===== src/sv/assert_macros.svh =====
// ----------------------------------------------------------------------------
// Assertion macros
// Shared concurrent assertion forms for the Metaphone encoder RTL.
// ----------------------------------------------------------------------------
`ifndef ASSERT_MACROS_SVH
`define ASSERT_MACROS_SVH

// A property that must hold at every rising clock edge outside reset.
`define MCE_ASSERT(lbl, clk, rstn, prop, msg) \
    lbl: assert property (@(posedge clk) disable iff (!(rstn)) (prop)) else $error(msg);

// An implication checked in the same cycle.
`define MCE_ASSERT_IMPL(lbl, clk, rstn, ante, cons, msg) \
    `MCE_ASSERT(lbl, clk, rstn, (ante) |-> (cons), msg)

// An implication whose consequent is checked in the next cycle.
`define MCE_ASSERT_NEXT(lbl, clk, rstn, ante, cons, msg) \
    `MCE_ASSERT(lbl, clk, rstn, (ante) |=> (cons), msg)

`endif


===== src/sv/mce_pkg.sv =====
// ----------------------------------------------------------------------------
// Metaphone encoder package
// Widths, letter constants and the types shared by the encoder modules.
// ----------------------------------------------------------------------------
`default_nettype none

package mce_pkg;

    localparam int CHAR_W    = 8;
    localparam int RES_DEPTH = 3;

    localparam logic [CHAR_W-1:0]   CHAR_NONE = 8'h00;
    localparam logic [CHAR_W-1:0]   CODE_TH   = "0";
    localparam logic [CHAR_W-1:0]   CASE_GAP  = 8'd32;

    localparam logic [2*CHAR_W-1:0] PAIR_KN = "KN";
    localparam logic [2*CHAR_W-1:0] PAIR_GN = "GN";
    localparam logic [2*CHAR_W-1:0] PAIR_PN = "PN";
    localparam logic [2*CHAR_W-1:0] PAIR_AE = "AE";
    localparam logic [2*CHAR_W-1:0] PAIR_WR = "WR";

    typedef logic [RES_DEPTH-1:0][CHAR_W-1:0] t_win;

    typedef struct packed {
        logic [1:0]        cnt;
        logic [CHAR_W-1:0] prev;
        logic [1:0]        pos;
        logic [1:0]        skip;
    } t_ctrl;

    typedef struct packed {
        logic [CHAR_W-1:0] code_char;
        logic              code_valid;
        logic              code_last;
    } t_result;

    typedef struct packed {
        t_result [RES_DEPTH-1:0] ent;
        logic [1:0]              num;
    } t_result_set;

endpackage

`default_nettype wire


===== src/sv/mce_if.sv =====
// ----------------------------------------------------------------------------
// Encoder channels
// Valid/ready interfaces for the text byte input and the code result output.
// ----------------------------------------------------------------------------
`default_nettype none

interface mce_char_if;
    logic                      valid;
    logic                      ready;
    logic [mce_pkg::CHAR_W-1:0] char_in;
    logic                      word_end;

    modport source (output valid, output char_in, output word_end, input ready);
    modport sink   (input valid, input char_in, input word_end, output ready);
endinterface

interface mce_code_if;
    logic                      valid;
    logic                      ready;
    logic [mce_pkg::CHAR_W-1:0] code_char;
    logic                      code_valid;
    logic                      code_last;

    modport source (output valid, output code_char, output code_valid, output code_last,
                    input ready);
    modport sink   (input valid, input code_char, input code_valid, input code_last,
                    output ready);
endinterface

`default_nettype wire


===== src/sv/mce_step.sv =====
// ----------------------------------------------------------------------------
// Encoder step
// Takes one byte into the letter window and encodes the letters it releases.
// ----------------------------------------------------------------------------
`default_nettype none

module mce_step (
    input  wire logic [mce_pkg::CHAR_W-1:0] i_char,
    input  wire logic                       i_end,
    input  wire mce_pkg::t_win              i_win,
    input  wire mce_pkg::t_ctrl             i_ctrl,
    output mce_pkg::t_win                   o_win,
    output mce_pkg::t_ctrl                  o_ctrl,
    output mce_pkg::t_result_set            o_set
);

    typedef struct packed {
        logic [mce_pkg::CHAR_W-1:0] ch;
        mce_pkg::t_win              win;
        mce_pkg::t_ctrl             ctrl;
    } t_enc;

    function automatic logic is_vowel(input logic [mce_pkg::CHAR_W-1:0] c);
        return c inside {"A", "E", "I", "O", "U"};
    endfunction

    function automatic logic silent_pair(input logic [2*mce_pkg::CHAR_W-1:0] p);
        return (p == mce_pkg::PAIR_KN) || (p == mce_pkg::PAIR_GN) ||
               (p == mce_pkg::PAIR_PN) || (p == mce_pkg::PAIR_AE) ||
               (p == mce_pkg::PAIR_WR);
    endfunction

    function automatic t_enc encode_head(input mce_pkg::t_win w, input mce_pkg::t_ctrl s);
        t_enc                       r;
        logic                       has1;
        logic                       has2;
        logic                       first;
        logic [mce_pkg::CHAR_W-1:0] c;
        logic [mce_pkg::CHAR_W-1:0] n1;
        logic [mce_pkg::CHAR_W-1:0] n2;
        logic [mce_pkg::CHAR_W-1:0] ch;
        logic [1:0]                 skip;
        has1  = (s.cnt >= 2'd2);
        has2  = (s.cnt == 2'd3);
        first = (s.pos == 2'd0);
        c     = w[0];
        n1    = has1 ? w[1] : mce_pkg::CHAR_NONE;
        n2    = has2 ? w[2] : mce_pkg::CHAR_NONE;
        ch    = mce_pkg::CHAR_NONE;
        skip  = s.skip;

        if (s.skip != 2'd0) begin
            skip = s.skip - 2'd1;
        end else if (first && has1 && silent_pair({c, n1})) begin
            ch = mce_pkg::CHAR_NONE;
        end else if (first && c == "X") begin
            ch = "S";
        end else if (first && c == "W" && n1 == "H") begin
            ch   = "W";
            skip = 2'd1;
        end else if (c == s.prev && c != "C") begin
            ch = mce_pkg::CHAR_NONE;
        end else if (is_vowel(c)) begin
            if (first) begin
                ch = c;
            end
        end else begin
            case (c)
                "B": begin
                    if (!(!has1 && s.prev == "M")) begin
                        ch = "B";
                    end
                end
                "C": begin
                    if (n1 == "H") begin
                        ch   = "X";
                        skip = 2'd1;
                    end else if (n1 inside {"I", "E", "Y"}) begin
                        ch = "S";
                    end else begin
                        ch = "K";
                    end
                end
                "D": begin
                    if (n1 == "G" && (n2 inside {"E", "I", "Y"})) begin
                        ch   = "J";
                        skip = 2'd2;
                    end else begin
                        ch = "T";
                    end
                end
                "G": begin
                    if ((n1 == "H" || n1 == "N") && has1 && !has2) begin
                        ch = mce_pkg::CHAR_NONE;
                    end else if (n1 inside {"I", "E", "Y"}) begin
                        ch = "J";
                    end else begin
                        ch = "K";
                    end
                end
                "H": begin
                    if (is_vowel(s.prev)) begin
                        if (is_vowel(n1)) begin
                            ch = "H";
                        end
                    end else if (first) begin
                        ch = "H";
                    end
                end
                "K": begin
                    if (s.prev != "C") begin
                        ch = "K";
                    end
                end
                "P": begin
                    if (n1 == "H") begin
                        ch   = "F";
                        skip = 2'd1;
                    end else begin
                        ch = "P";
                    end
                end
                "Q": ch = "K";
                "S", "T": begin
                    if (n1 == "H") begin
                        ch   = (c == "S") ? 8'("X") : mce_pkg::CODE_TH;
                        skip = 2'd1;
                    end else if (n1 == "I" && (n2 == "O" || n2 == "A")) begin
                        ch   = "X";
                        skip = 2'd2;
                    end else begin
                        ch = c;
                    end
                end
                "V": ch = "F";
                "W", "Y": begin
                    if (is_vowel(n1)) begin
                        ch = c;
                    end
                end
                "Z": ch = "S";
                default: ch = c;
            endcase
        end

        r.ch        = ch;
        r.win[0]    = w[1];
        r.win[1]    = w[2];
        r.win[2]    = w[2];
        r.ctrl.cnt  = s.cnt - 2'd1;
        r.ctrl.prev = c;
        r.ctrl.pos  = (s.pos == 2'd3) ? s.pos : s.pos + 2'd1;
        r.ctrl.skip = skip;
        return r;
    endfunction

    logic [mce_pkg::CHAR_W-1:0]                     upper;
    logic                                           is_letter;
    mce_pkg::t_win                                  win_in;
    mce_pkg::t_ctrl                                 ctrl_in;
    t_enc                                           enc_a;
    t_enc                                           enc_b;
    t_enc                                           enc_c;
    logic [mce_pkg::RES_DEPTH-1:0][mce_pkg::CHAR_W-1:0] chars;
    mce_pkg::t_result_set                           set;
    logic [1:0]                                     num;

    always_comb begin
        upper = i_char;
        if (i_char inside {["a":"z"]}) begin
            upper = i_char - mce_pkg::CASE_GAP;
        end
        is_letter = upper inside {["A":"Z"]};

        win_in  = i_win;
        ctrl_in = i_ctrl;
        if (is_letter && i_ctrl.cnt != 2'd3) begin
            win_in[i_ctrl.cnt] = upper;
            ctrl_in.cnt        = i_ctrl.cnt + 2'd1;
        end

        enc_a = '{ch: mce_pkg::CHAR_NONE, win: win_in, ctrl: ctrl_in};
        if (is_letter && ctrl_in.cnt == 2'd3) begin
            enc_a = encode_head(win_in, ctrl_in);
        end
        enc_b = '{ch: mce_pkg::CHAR_NONE, win: enc_a.win, ctrl: enc_a.ctrl};
        if (i_end && enc_a.ctrl.cnt != 2'd0) begin
            enc_b = encode_head(enc_a.win, enc_a.ctrl);
        end
        enc_c = '{ch: mce_pkg::CHAR_NONE, win: enc_b.win, ctrl: enc_b.ctrl};
        if (i_end && enc_b.ctrl.cnt != 2'd0) begin
            enc_c = encode_head(enc_b.win, enc_b.ctrl);
        end

        chars = {enc_c.ch, enc_b.ch, enc_a.ch};
        set   = '0;
        num   = 2'd0;
        for (int k = 0; k < mce_pkg::RES_DEPTH; k++) begin
            if (chars[k] != mce_pkg::CHAR_NONE) begin
                set.ent[num] = '{code_char: chars[k], code_valid: 1'b1, code_last: 1'b0};
                num          = num + 2'd1;
            end
        end
        if (i_end) begin
            if (num == 2'd0) begin
                set.ent[0] = '{code_char: mce_pkg::CHAR_NONE, code_valid: 1'b0,
                               code_last: 1'b1};
                num        = 2'd1;
            end else begin
                set.ent[num - 2'd1].code_last = 1'b1;
            end
        end
        set.num = num;

        o_win  = enc_c.win;
        o_ctrl = enc_c.ctrl;
        if (i_end) begin
            o_ctrl = '0;
        end
        o_set = set;
    end

endmodule

`default_nettype wire


===== src/sv/mce_out_queue.sv =====
// ----------------------------------------------------------------------------
// Result queue
// Holds the results of one input transaction and hands them out one by one.
// ----------------------------------------------------------------------------
`default_nettype none
`include "assert_macros.svh"

module mce_out_queue (
    input  wire logic                 i_clk,
    input  wire logic                 i_rst_n,
    input  wire logic                 i_load,
    input  wire mce_pkg::t_result_set i_set,
    output logic                      o_can_load,
    mce_code_if.source                o_code_chan
);

    mce_pkg::t_result [mce_pkg::RES_DEPTH-1:0] r_ent;
    mce_pkg::t_result [mce_pkg::RES_DEPTH-1:0] n_ent;
    logic [1:0]                                r_cnt;
    logic [1:0]                                n_cnt;
    logic                                      take;

    assign take       = o_code_chan.valid && o_code_chan.ready;
    assign o_can_load = (r_cnt == 2'd0) || (r_cnt == 2'd1 && take);

    assign o_code_chan.valid      = (r_cnt != 2'd0);
    assign o_code_chan.code_char  = r_ent[0].code_char;
    assign o_code_chan.code_valid = r_ent[0].code_valid;
    assign o_code_chan.code_last  = r_ent[0].code_last;

    always_comb begin
        n_ent = r_ent;
        n_cnt = r_cnt;
        if (i_load) begin
            n_ent = i_set.ent;
            n_cnt = i_set.num;
        end else if (take) begin
            n_ent[0] = r_ent[1];
            n_ent[1] = r_ent[2];
            n_cnt    = r_cnt - 2'd1;
        end
    end

    always_ff @(posedge i_clk) begin
        r_ent <= n_ent;
        if (!i_rst_n) begin
            r_cnt <= 2'd0;
        end else begin
            r_cnt <= n_cnt;
        end
    end

    `MCE_ASSERT_IMPL(a_load_when_free, i_clk, i_rst_n, i_load, (r_cnt == 2'd0) || (r_cnt == 2'd1 && take), "Results loaded over a queue that still holds results.")
    `MCE_ASSERT_IMPL(a_empty_code_ends, i_clk, i_rst_n, o_code_chan.valid && !o_code_chan.code_valid, o_code_chan.code_last && o_code_chan.code_char == mce_pkg::CHAR_NONE, "An empty result does not close its word.")
    `MCE_ASSERT_NEXT(a_drain_continues, i_clk, i_rst_n, take && r_cnt >= 2'd2, o_code_chan.valid, "The queue lost results while draining.")

endmodule

`default_nettype wire


===== src/sv/metaphone_code_encoder_unit.sv =====
// ----------------------------------------------------------------------------
// Metaphone code encoder
// Streams text bytes in and emits the simplified Metaphone code of each word.
// ----------------------------------------------------------------------------
//   Channel      | Direction | Payload
//   i_char_chan  | in        | char_in[7:0], word_end
//   o_code_chan  | out       | code_char[7:0], code_valid, code_last
//
// One input transaction is taken per cycle while the input register can
// advance; it is registered, then encoded combinationally and loaded into
// the result queue, whose registers present its first result.
// A transaction that yields results waits in the input register until the
// queue has room; one yielding none passes at once.
// A word end yields up to three results, leaving one per cycle while ready.
// Reset is synchronous and clears the window count and word state.
// ----------------------------------------------------------------------------
`default_nettype none
`include "assert_macros.svh"

module metaphone_code_encoder_unit (
    input  wire logic  i_clk,
    input  wire logic  i_rst_n,
    mce_char_if.sink   i_char_chan,
    mce_code_if.source o_code_chan
);

    logic                       r_in_valid;
    logic [mce_pkg::CHAR_W-1:0] r_in_char;
    logic                       r_in_end;
    mce_pkg::t_win              r_win;
    mce_pkg::t_ctrl             r_ctrl;

    mce_pkg::t_win              n_win;
    mce_pkg::t_ctrl             n_ctrl;
    mce_pkg::t_result_set       step_set;
    logic                       can_load;
    logic                       advance;
    logic                       load;
    logic                       accept;

    assign advance           = r_in_valid && ((step_set.num == 2'd0) || can_load);
    assign load              = advance && (step_set.num != 2'd0);
    assign i_char_chan.ready = !r_in_valid || advance;
    assign accept            = i_char_chan.valid && i_char_chan.ready;

    mce_step u_step (
        .i_char (r_in_char),
        .i_end  (r_in_end),
        .i_win  (r_win),
        .i_ctrl (r_ctrl),
        .o_win  (n_win),
        .o_ctrl (n_ctrl),
        .o_set  (step_set)
    );

    mce_out_queue u_queue (
        .i_clk       (i_clk),
        .i_rst_n     (i_rst_n),
        .i_load      (load),
        .i_set       (step_set),
        .o_can_load  (can_load),
        .o_code_chan (o_code_chan)
    );

    always_ff @(posedge i_clk) begin
        if (accept) begin
            r_in_char <= i_char_chan.char_in;
            r_in_end  <= i_char_chan.word_end;
        end
        if (advance) begin
            r_win <= n_win;
        end
        if (!i_rst_n) begin
            r_in_valid <= 1'b0;
            r_ctrl     <= '0;
        end else begin
            if (accept) begin
                r_in_valid <= 1'b1;
            end else if (advance) begin
                r_in_valid <= 1'b0;
            end
            if (advance) begin
                r_ctrl <= n_ctrl;
            end
        end
    end

    `MCE_ASSERT(a_window_not_full, i_clk, i_rst_n, r_ctrl.cnt != 2'd3, "The letter window was left full between transactions.")
    `MCE_ASSERT_NEXT(a_word_end_clears, i_clk, i_rst_n, advance && r_in_end, r_ctrl == '0, "Word state was not cleared after a word end.")
    `MCE_ASSERT_IMPL(a_load_needs_room, i_clk, i_rst_n, load, can_load, "A transaction with results left while the queue was busy.")

endmodule

`default_nettype wire


===== src/flat_wrapper.sv =====
// flat-port wrapper written by rule: the top's interface ports become plain ports
module metaphone_code_encoder_unit_flat 
  (i_clk, i_rst_n, i_char_chan_valid, i_char_chan_char_in, i_char_chan_word_end, i_char_chan_ready, o_code_chan_valid, o_code_chan_code_char, o_code_chan_code_valid, o_code_chan_code_last, o_code_chan_ready);
  mce_char_if i_char_chan_i ();
  mce_code_if o_code_chan_i ();
  input  wire logic i_clk;
  input  wire logic i_rst_n;
  input wire logic [$bits(i_char_chan_i.valid)-1:0] i_char_chan_valid;
  input wire logic [$bits(i_char_chan_i.char_in)-1:0] i_char_chan_char_in;
  input wire logic [$bits(i_char_chan_i.word_end)-1:0] i_char_chan_word_end;
  output wire logic [$bits(i_char_chan_i.ready)-1:0] i_char_chan_ready;
  output wire logic [$bits(o_code_chan_i.valid)-1:0] o_code_chan_valid;
  output wire logic [$bits(o_code_chan_i.code_char)-1:0] o_code_chan_code_char;
  output wire logic [$bits(o_code_chan_i.code_valid)-1:0] o_code_chan_code_valid;
  output wire logic [$bits(o_code_chan_i.code_last)-1:0] o_code_chan_code_last;
  input wire logic [$bits(o_code_chan_i.ready)-1:0] o_code_chan_ready;
  assign i_char_chan_i.valid = i_char_chan_valid;
  assign i_char_chan_i.char_in = i_char_chan_char_in;
  assign i_char_chan_i.word_end = i_char_chan_word_end;
  assign i_char_chan_ready = i_char_chan_i.ready;
  assign o_code_chan_valid = o_code_chan_i.valid;
  assign o_code_chan_code_char = o_code_chan_i.code_char;
  assign o_code_chan_code_valid = o_code_chan_i.code_valid;
  assign o_code_chan_code_last = o_code_chan_i.code_last;
  assign o_code_chan_i.ready = o_code_chan_ready;
  metaphone_code_encoder_unit u_core (.i_clk(i_clk), .i_rst_n(i_rst_n), .i_char_chan(i_char_chan_i), .o_code_chan(o_code_chan_i));
endmodule

===== config.mk =====
export PLATFORM = sky130hd
export DESIGN_NAME = metaphone_code_encoder_unit_flat
export DESIGN_NICKNAME = d
export VERILOG_FILES = /design/src/sv/mce_pkg.sv /design/src/sv/mce_if.sv /design/src/sv/mce_step.sv /design/src/sv/mce_out_queue.sv /design/src/sv/metaphone_code_encoder_unit.sv /design/src/flat_wrapper.sv
export VERILOG_INCLUDE_DIRS = /design/src /design/src/sv
export SDC_FILE = /design/constraint.sdc
export NUM_CORES = 1
export LEC_CHECK = 0
export ABC_CLOCK_PERIOD_IN_PS = 11400
export BUFFER_PORTS_ARGS = -buffer_cell sky130_fd_sc_hd__buf_2
export CAP_MARGIN = 20
export CORE_MARGIN = 3
export CORE_UTILIZATION = 49
export CTS_CLUSTER_SIZE = 20
export DETAILED_ROUTE_END_ITERATION = 7
export PLACE_DENSITY = 0.61
export SYNTH_ARGS = -nofsm -noshare
export SYNTH_HDL_FRONTEND = slang
export SYNTH_HIERARCHICAL = 1
export SYNTH_SLANG_ARGS = --single-unit
export TNS_END_PERCENT = 100

===== constraint.sdc =====
create_clock -name i_clk -period 11.4 [get_ports i_clk]
set_clock_uncertainty 0.05 [all_clocks]
set_input_delay 2.28 -clock i_clk [delete_from_list [all_inputs] [get_ports i_clk]]
set_output_delay 2.28 -clock i_clk [all_outputs]
set_load 0.005 [all_outputs]

## Word level (Yosys, flattened, before mapping)

Index checks and enable logic that the tools add are counted.

| storage, ports and cells | value |
|---|---|
| register bits | 80 |
| output and inout port bits | 12 |

| operators by class | value |
|---|---|
| multiplexer cells | 147 |
| $lt $le $gt $ge | 15 |
| reduce and logical (&&, ||, !) cells | 118 |
| equal/unequal tests | 152 |
| add/sub/neg operators | 15 |

Operators by type and width:

| kind | count |
|---|---|
| $eq 8x7->1 const B | 120 |
| $mux 8 | 41 |
| $pmux 8 s12 | 3 |
| $eq 16x15->1 const B | 15 |
| $mux 46 | 3 |
| $mux 7 | 18 |
| $bwmux 30 | 3 |
| $mux 30 | 3 |
| $mux 2 | 40 |
| $demux 10 s2 | 3 |
| $mux 20 | 3 |
| $mux 5 | 12 |
| $logic_and 1x1->1 | 48 |
| $ne 8x7->1 const B | 6 |
| $reduce_bool 5->1 | 9 |
| $mux 10 | 4 |
| $bwmux 24 | 1 |
| $eq 8x8->1 | 3 |
| $mux 24 | 1 |
| $reduce_bool 8->1 | 3 |
| $logic_or 1x1->1 | 21 |
| $pmux 2 s3 | 3 |
| $reduce_bool 2->1 | 9 |
| $reduce_bool 3->1 | 6 |
| other kinds (17) | 69 |

## Depth between registers and ports, before layout

Gate-level depths: netlist (run 1).

| depth | value |
|---|---|
| depth after elaboration | 63 |
| gate-level depth with buffers | 42 |
| depth with buffers taken out | 34 |

## By module

The synthesis (run 1) kept the hierarchy.

Modules (own cells, without submodules):

| module | times used | cells each | area an instance (sq um) |
|---|---|---|---|
| mce_step | 1 | 1388 | 8808.4 |
| metaphone_code_encoder_unit | 1 | 102 | 1626.6 |
| mce_out_queue | 1 | 79 | 1355.0 |

## Worst setup path before layout (run 1)

Ideal clock, no wire load.

| timing path | value |
|---|---|
| path kind | reg2out |
| from | register u_core/r_in_char[5] (netlist bit) |
| to | output i_char_chan_ready |
| cell stages (with the launch flop) | 35 |
| slack | 1.295 ns |
| path buffers | 5 |
| arrival time | 7.775 ns |
| cell sequence | edfxtp_1 inv_1 ha_1 o21ai_2 o211ai_2 o31ai_1 buf_2 nand2_1 ha_1 o21ai_2 buf_4 nor2_2 buf_2 a22oi_2 inv_1 ha_1 nand2b_1 buf_2 mux2i_1 or2_2 nor3_1 o21a_1 nor3_2 and4_1 nand2b_1 or4_1 a2111oi_4 a311oi_2 nor3_1 buf_2 fa_1 inv_1 a31o_1 nor2_1 or3b_1 |

RTL lines:

| element | line | RTL |
|---|---|---|
| start: declaration | metaphone_code_encoder_unit.sv:28 | `logic [mce_pkg::CHAR_W-1:0] r_in_char;` |
| start signal: assignment | metaphone_code_encoder_unit.sv:67 | `r_in_char <= i_char_chan.char_in;` |
| end: declaration | flat_wrapper.sv:11 | `output wire logic [$bits(i_char_chan_i.ready)-1:0] i_char_chan_ready;` |

==> flow_summary.yaml, run 1 <==
route:
  drc: 0
  wire_per_inst_microns: 31.1
  drt-initial-drc-count: 2696
  viasPerCell: 7.67
  totalWireLength_microns: 57900
  vias: 14300
  firstDrtPassIters: 7
  antenna_left: 0
synthesis:
  synthMuxAreaShare_pct: 7.49
  yosysUniqueCellTypes: 122
  syn_inst: 1569
  synth_fa_ha_area_share_pct: 1.76
  synth_warnings: 6
  yosysMostFrequentCell: "nand2_1"
  synth_edf_count: 63
  yosys.area_share.simple_pct: 28.5
  yosys_most_used_dff: "edfxtp_1"
  syn-num-nets: 1598
  synth_top_area_cell: "edfxtp_1"
  ys_seq_area_share_pct: 18.9
  async_flop_share_pct: 0
  synth_top_area_share_pct: 16.0
  ys_ff_latch: 80
  synth_top_family_by_area: "compound AO/OA/AOI/OAI gates"
  syn-cell-area_sq_mm: 0.0118
  synth_compound_area_share_pct: 34.4
  synth_xor_area_share_pct: 2.29
  avgSynthCellArea_sq_um: 7.51
  synth.top_cells.by_area: "edfxtp_1 (16%), nand2_1 (5.0%), nor2_1 (4.6%)"
  ys_top_cells_by_count: "nand2_1 (156), nor2_1 (146), a21oi_1 (89)"
clock_network:
  root_buffer: "clkbuf_16"
  cts.clk_slew.worst_paths_ps: 80
  cts_sinks: 80
  clkLatencyLatePin_ps: 360
  cts_buffers: 9
  cts_tree: "built"
  htreeDepth: 3
  cts_buffer_depth: 2
power:
  vdd_drop_max_mv: 0.0850
  p_leak_nw: 4.33
  p_per_area_mw_per_mm2: 155
floorplanning:
  chipHeight_microns: 161
  die_x_microns: 161
  core_sq_mm: 0.0235
  io_pins: 25
  rows: 56
  fp.dieArea_sq_mm: 0.0260
  start_util_pct: 50.1
timing:
  setup_viol: 0
  holdWs_ps: 470
  hold_viol: 0
  slew-limit-headroom_pct: 23.6
  rsz0062_at_grt: "false"
  max_freq_mhz: 89.8
  worst_pin_slew_ps: 1150
  post-route-period-util_pct: 97.7
  min_period_ps: 11140
  slew_violations: 0
  fin_setup_tns_ps: 0
critical_path:
  cp.required_ps: 9070
  crit_type: "register to output pin"
  critPathCaptureType: "output pin"
  crit_path_max_fanout: 21
  worst_ep_arrival_time_ps: 8810
  cp-start-kind: "register"
placement:
  post-dp-hpwl_microns: 43200
  place_inst: 1842
  globalplace.congestion: 1.12
  portBuffers: 24
layout:
  synthToLayoutAreaGrowth_pct: 5.39
  instances_no_fill: 1862
  drive_gt1_share_pct: 13.2
  fillerInstances: 2331
  nets: 1564
global_route:
  grt_usage_pct: 43.0
  grt_max_degree: 51
  grt_pass1_vias: 13000
  overflow: 0
  antenna_found_initial: 1
  grt_first_pass_wirelength_microns: 85000
run_status:
  status: "finished clean"
hold_path:
  hold_path_class: "register to register"
flow_run:
  maxCapViolCount: 0
## layer usage
layer,global-route usage (%),vias to the layer above,part of all wire [%]
met1,57.8,6714,39
li1,-,6036,-
met5,0,-,0
met3,13.6,301,14
met2,61.0,1225,40
met4,23.4,0,7.2
## final timing paths
check / from / endpoint / slack [ps] / cells past startpoint
max reg2reg: u_core/r_in_char[0] / u_core/u_queue/r_ent[10] / 1900 / 33
min reg2reg: u_core/r_ctrl[3] / u_core/r_ctrl[3] / 470 / 2
max: u_core/r_in_char[0] / i_char_chan_ready / 260 / 26
min: u_core/r_ctrl[3] / u_core/r_ctrl[3] / 470 / 2
## stage by stage
step                      instance area [sq um]  utilization (%)  worst slack [ps]  power (mW)
after detailed placement                  12000             51.0               851        1.51
after global routing                      12400             52.8              3.57        2.00
after CTS                                 12400             52.5               420        1.86
after global placement                    12000             51.0               881        1.51
after floorplan                           11800                -              1290        1.19
final                                     12400             52.8               264        1.93
## state kept, by name, indices dropped and copies added, names as in the netlist
register,cells
u_core/r_in_end,1
u_core/u_queue/o_code_chan.code_last,1
u_core/r_in_valid,1
u_core/u_queue/o_code_chan.code_valid,1
u_core/u_queue/r_cnt,2
u_core/r_ctrl,14
u_core/u_queue/r_ent,20
u_core/r_in_char,8
u_core/r_win,24
u_core/u_queue/o_code_chan.code_char,8
## power breakdown
part           internal (mW)  switching [mW]  total [mW]
Sequential             0.409          0.0734       0.482
Clock                  0.198           0.151       0.349
Combinational          0.357           0.740        1.10
## final cells by class
type                            instances  area [sq um]  share of cell area (%)
Tap cell                              319           399                    3.21
Antenna cell                            3          7.51                  0.0604
Multi-Input combinational cell       1334          8840                    71.1
Clock inverter                          7           109                   0.876
Clock buffer                            9           225                    1.81
Sequential cell                        80          2230                    18.0
Inverter                               45           169                    1.36
Timing Repair Buffer                   65           448                    3.60
## layout by cell type (no fill, tap or decap), types with 28 or more instances in the layout
cell        n
nand2_1   156
nor2_1    145
a21oi_1    89
o21ai_0    79
nand3_1    73
edfxtp_1   63
nor3_1     59
mux2i_1    50
inv_1      42
buf_4      40
o211ai_1   39
nor4_1     30
and2_1     29
mux2_2     28
## timing repair
item                       in CTS  in global routing
setup endpoints to repair       0                  1
hold buffers                    0                  0
setup buffers                   0                  0
gates resized for setup         0                  8
## critical path, cell delays in order (launching register included)
cell and delay, ps:
edfxtp_1 900, a21oi_4 210, o211a_4 310, nand2_1 80
nor2_1 50, xnor2_1 200, ha_1 250, clkinv_1 100
buf_4 200, a21oi_2 110, buf_4 240, nand2_1 600
buf_4 480, a211oi_1 590, o21ai_0 320, nor4b_1 900
o22ai_1 180, a2111oi_0 680, nor4b_2 210, nor2_1 170
and3_1 290, fa_1 550, inv_1 90, a31o_1 110
nor2_1 70, or3b_1 390, buf_2 140
## cells by family (layout without fill, tap and decap cells)
logic type,Yosys count,after routing
AOI/OAI and AO/OA,547,547
xor gates and xnor gates,30,30
adders and majority gates,16,16
buffers and inverters,155,126
DFF,80,80
muxes,83,83
other,0,3
and+or+nand+nor,658,658
Power figures use the tool's default switching activity.
==> inputs of run 2 (changes only) <==
--- a/config.mk
+++ b/config.mk
@@ -6,14 +6,14 @@
 export SDC_FILE = /design/constraint.sdc
 export NUM_CORES = 1
 export LEC_CHECK = 0
-export ABC_CLOCK_PERIOD_IN_PS = 11400
+export ABC_CLOCK_PERIOD_IN_PS = 9300
 export BUFFER_PORTS_ARGS = -buffer_cell sky130_fd_sc_hd__buf_2
 export CAP_MARGIN = 20
 export CORE_MARGIN = 3
 export CORE_UTILIZATION = 49
 export CTS_CLUSTER_SIZE = 20
 export DETAILED_ROUTE_END_ITERATION = 7
-export PLACE_DENSITY = 0.61
+export PLACE_DENSITY = 0.63
 export SYNTH_ARGS = -nofsm -noshare
 export SYNTH_HDL_FRONTEND = slang
 export SYNTH_HIERARCHICAL = 1
==> constraint.sdc (replaced) <==
create_clock -name i_clk -period 9.3 [get_ports i_clk]
set_clock_uncertainty 0.05 [all_clocks]
set_input_delay 1.86 -clock i_clk [delete_from_list [all_inputs] [get_ports i_clk]]
set_output_delay 1.86 -clock i_clk [all_outputs]
set_load 0.005 [all_outputs]
==> flow_summary.yaml, run 2 (same netlist as run 1, synthesis figures left out) <==
flow_run:
  maxCapViolCount: 0
global_route:
  grt_pass1_vias: 13300
  grt_usage_pct: 44.6
  grt_max_degree: 51
  antenna_found_initial: 2
  grt_first_pass_wirelength_microns: 87900
  overflow: 0
route:
  totalWireLength_microns: 60400
  antenna_left: 0
  drt-initial-drc-count: 2882
  drc: 0
  viasPerCell: 7.64
  firstDrtPassIters: 7
  wire_per_inst_microns: 30.9
  vias: 14900
critical_path:
  critPathBufInv: 6
  crit_path_max_fanout: 18
  max_stage_delay_ps: 750
  worst_ep_arrival_time_ps: 7280
  critPathSlowestCell: "a2111oi_0"
  cp.required_ps: 7390
  crit_cells: 28
  path_delay_family: "compound AO/OA/AOI/OAI gates"
  cp-start-kind: "register"
  crit_type: "register to output pin"
  critPathCaptureType: "output pin"
  r2r_cells: 30
timing:
  post-route-period-util_pct: 98.8
  slew-limit-headroom_pct: 30.3
  hold_viol: 0
  min_period_ps: 9190
  max_freq_mhz: 109
  fin_setup_tns_ps: 0
  slew_violations: 0
  setup_viol: 0
  worst_pin_slew_ps: 1040
  holdWs_ps: 444
layout:
  final_area_sq_mm: 0.0135
  synthToLayoutAreaGrowth_pct: 14.7
  reg_top3: "u_core/r_win x24, u_core/u_queue/r_ent x20, u_core/r_ctrl x14"
  nets: 1656
  multi_input_area_sq_mm: 0.00921
  largest_register: "u_core/r_win"
  fillerInstances: 2256
  drive_gt1_share_pct: 21.3
  largest_register_ffs: 24
  final_cell_mix: "nand2_1 (155), nor2_1 (139), buf_4 (130)"
  instances_no_fill: 1952
  register_area_sq_mm: 0.00223
  layout_commonest_cell: "nand2_1"
placement:
  post-dp-hpwl_microns: 44300
  globalplace.congestion: 1.11
  placed_area_sq_mm: 0.0125
  portBuffers: 24
  place_inst: 1904
floorplanning:
  start_util_pct: 50.1
  io_pins: 25
  fp.dieArea_sq_mm: 0.0260
  core_sq_mm: 0.0235
  chipHeight_microns: 161
  rows: 56
  die_x_microns: 161
run_status:
  status: "finished clean"
power:
  switchingPower_mw: 1.25
  vdd_drop_max_mv: 0.108
  p_clk_share_pct: 17.9
  p_leak_nw: 4.86
  p_per_area_mw_per_mm2: 188
  power.switching_fraction_pct: 48.9
  p_comb_share_pct: 59.0
  p_seq_share_pct: 23.1
  p_int_mw: 1.30
clock_network:
  cts_tree: "built"
  root_buffer: "clkbuf_16"
  clkLatencyLatePin_ps: 370
  htreeDepth: 3
  cts_buffer_depth: 2
  cts_sinks: 80
  cts.clk_slew.worst_paths_ps: 70
  holdBufCountCts: 0
  cts_buffers: 9
hold_path:
  hold_path_class: "register to register"
  hold_depth: 2
[run 2: cell types whose count changed in the layout (fill, tap and decap cells not counted), moves of 4 or more]
cell / previous run / this run
nor2_1: 145 / 139
nor2_2: 3 / 7
nor4_1: 30 / 26
buf_4: 40 / 130
nor3_2: 2 / 7
nor3_1: 59 / 53
nor4_2: 0 / 4
o31ai_2: 1 / 5
o31ai_1: 16 / 12
[run 2: what timing repair did]
action,in CTS,in global routing
pin swaps,8,22
setup endpoints to repair,1,1
hold endpoints to repair,0,0
buffers inserted,8,22
gates cloned,0,1
gates resized for setup,33,49
[run 2: worst register-to-register path: cells and delay by family, from the launching register on]
kind,cells,cell delay [ps]
flip-flops,1,450
buffers and inverters,6,1040
multiplexers,1,190
adder cells (fa/ha/maj),3,580
AO/OA/AOI/OAI,8,2210
AND/OR/NAND/NOR,12,3210
[run 2: final cells by class]
cell class	count	share of cell area (%)
diodes	1	0.0185
clock buffers	9	1.67
clock inverters	7	0.981
inverters	45	1.26
multi-input cells	1334	68.1
flip-flops and latches	80	16.5
well taps	319	2.95
repair buffers	157	8.52
[run 2: path summary, 6_finish.rpt]
kind	startpoint	end	slack [ps]
setup reg to reg	u_core/r_in_char[5]	u_core/u_queue/o_code_chan.code_char[0]	1220
setup / recovery	u_core/r_in_char[5]	i_char_chan_ready	110
hold / removal	u_core/r_ctrl[13]	u_core/r_ctrl[13]	440
hold reg to reg	u_core/r_ctrl[13]	u_core/r_ctrl[13]	440
[run 2: through the flow]
step,util (%),setup WS [ps],power [mW]
3_3_place_gp,53.1,123,1.91
5_1_grt,57.4,-203,2.63
2_1_floorplan,-,7.87,1.47
3_5_place_dp,53.1,-25.1,1.92
6_report,57.4,108,2.55
4_1_cts,55.6,7.25,2.41
[run 2: power groups by stage]
stage / registers (mW) / clock network [mW] / logic [mW]
after floorplan: 0.534 / 0 / 0.933
after global placement: 0.589 / 0 / 1.32
after detailed placement: 0.590 / 0 / 1.33
after CTS: 0.582 / 0.459 / 1.37
after global routing: 0.591 / 0.477 / 1.56
final: 0.588 / 0.456 / 1.50
[run 2: per-layer routing]
| metal | GRT usage, % | share of wire [%] |
|---|---|---|
| met3 | 16.1 | 15 |
| met5 | 0 | 0.071 |
| met1 | 59.1 | 37 |
| met2 | 63.1 | 40 |
| met4 | 23.9 | 7.8 |
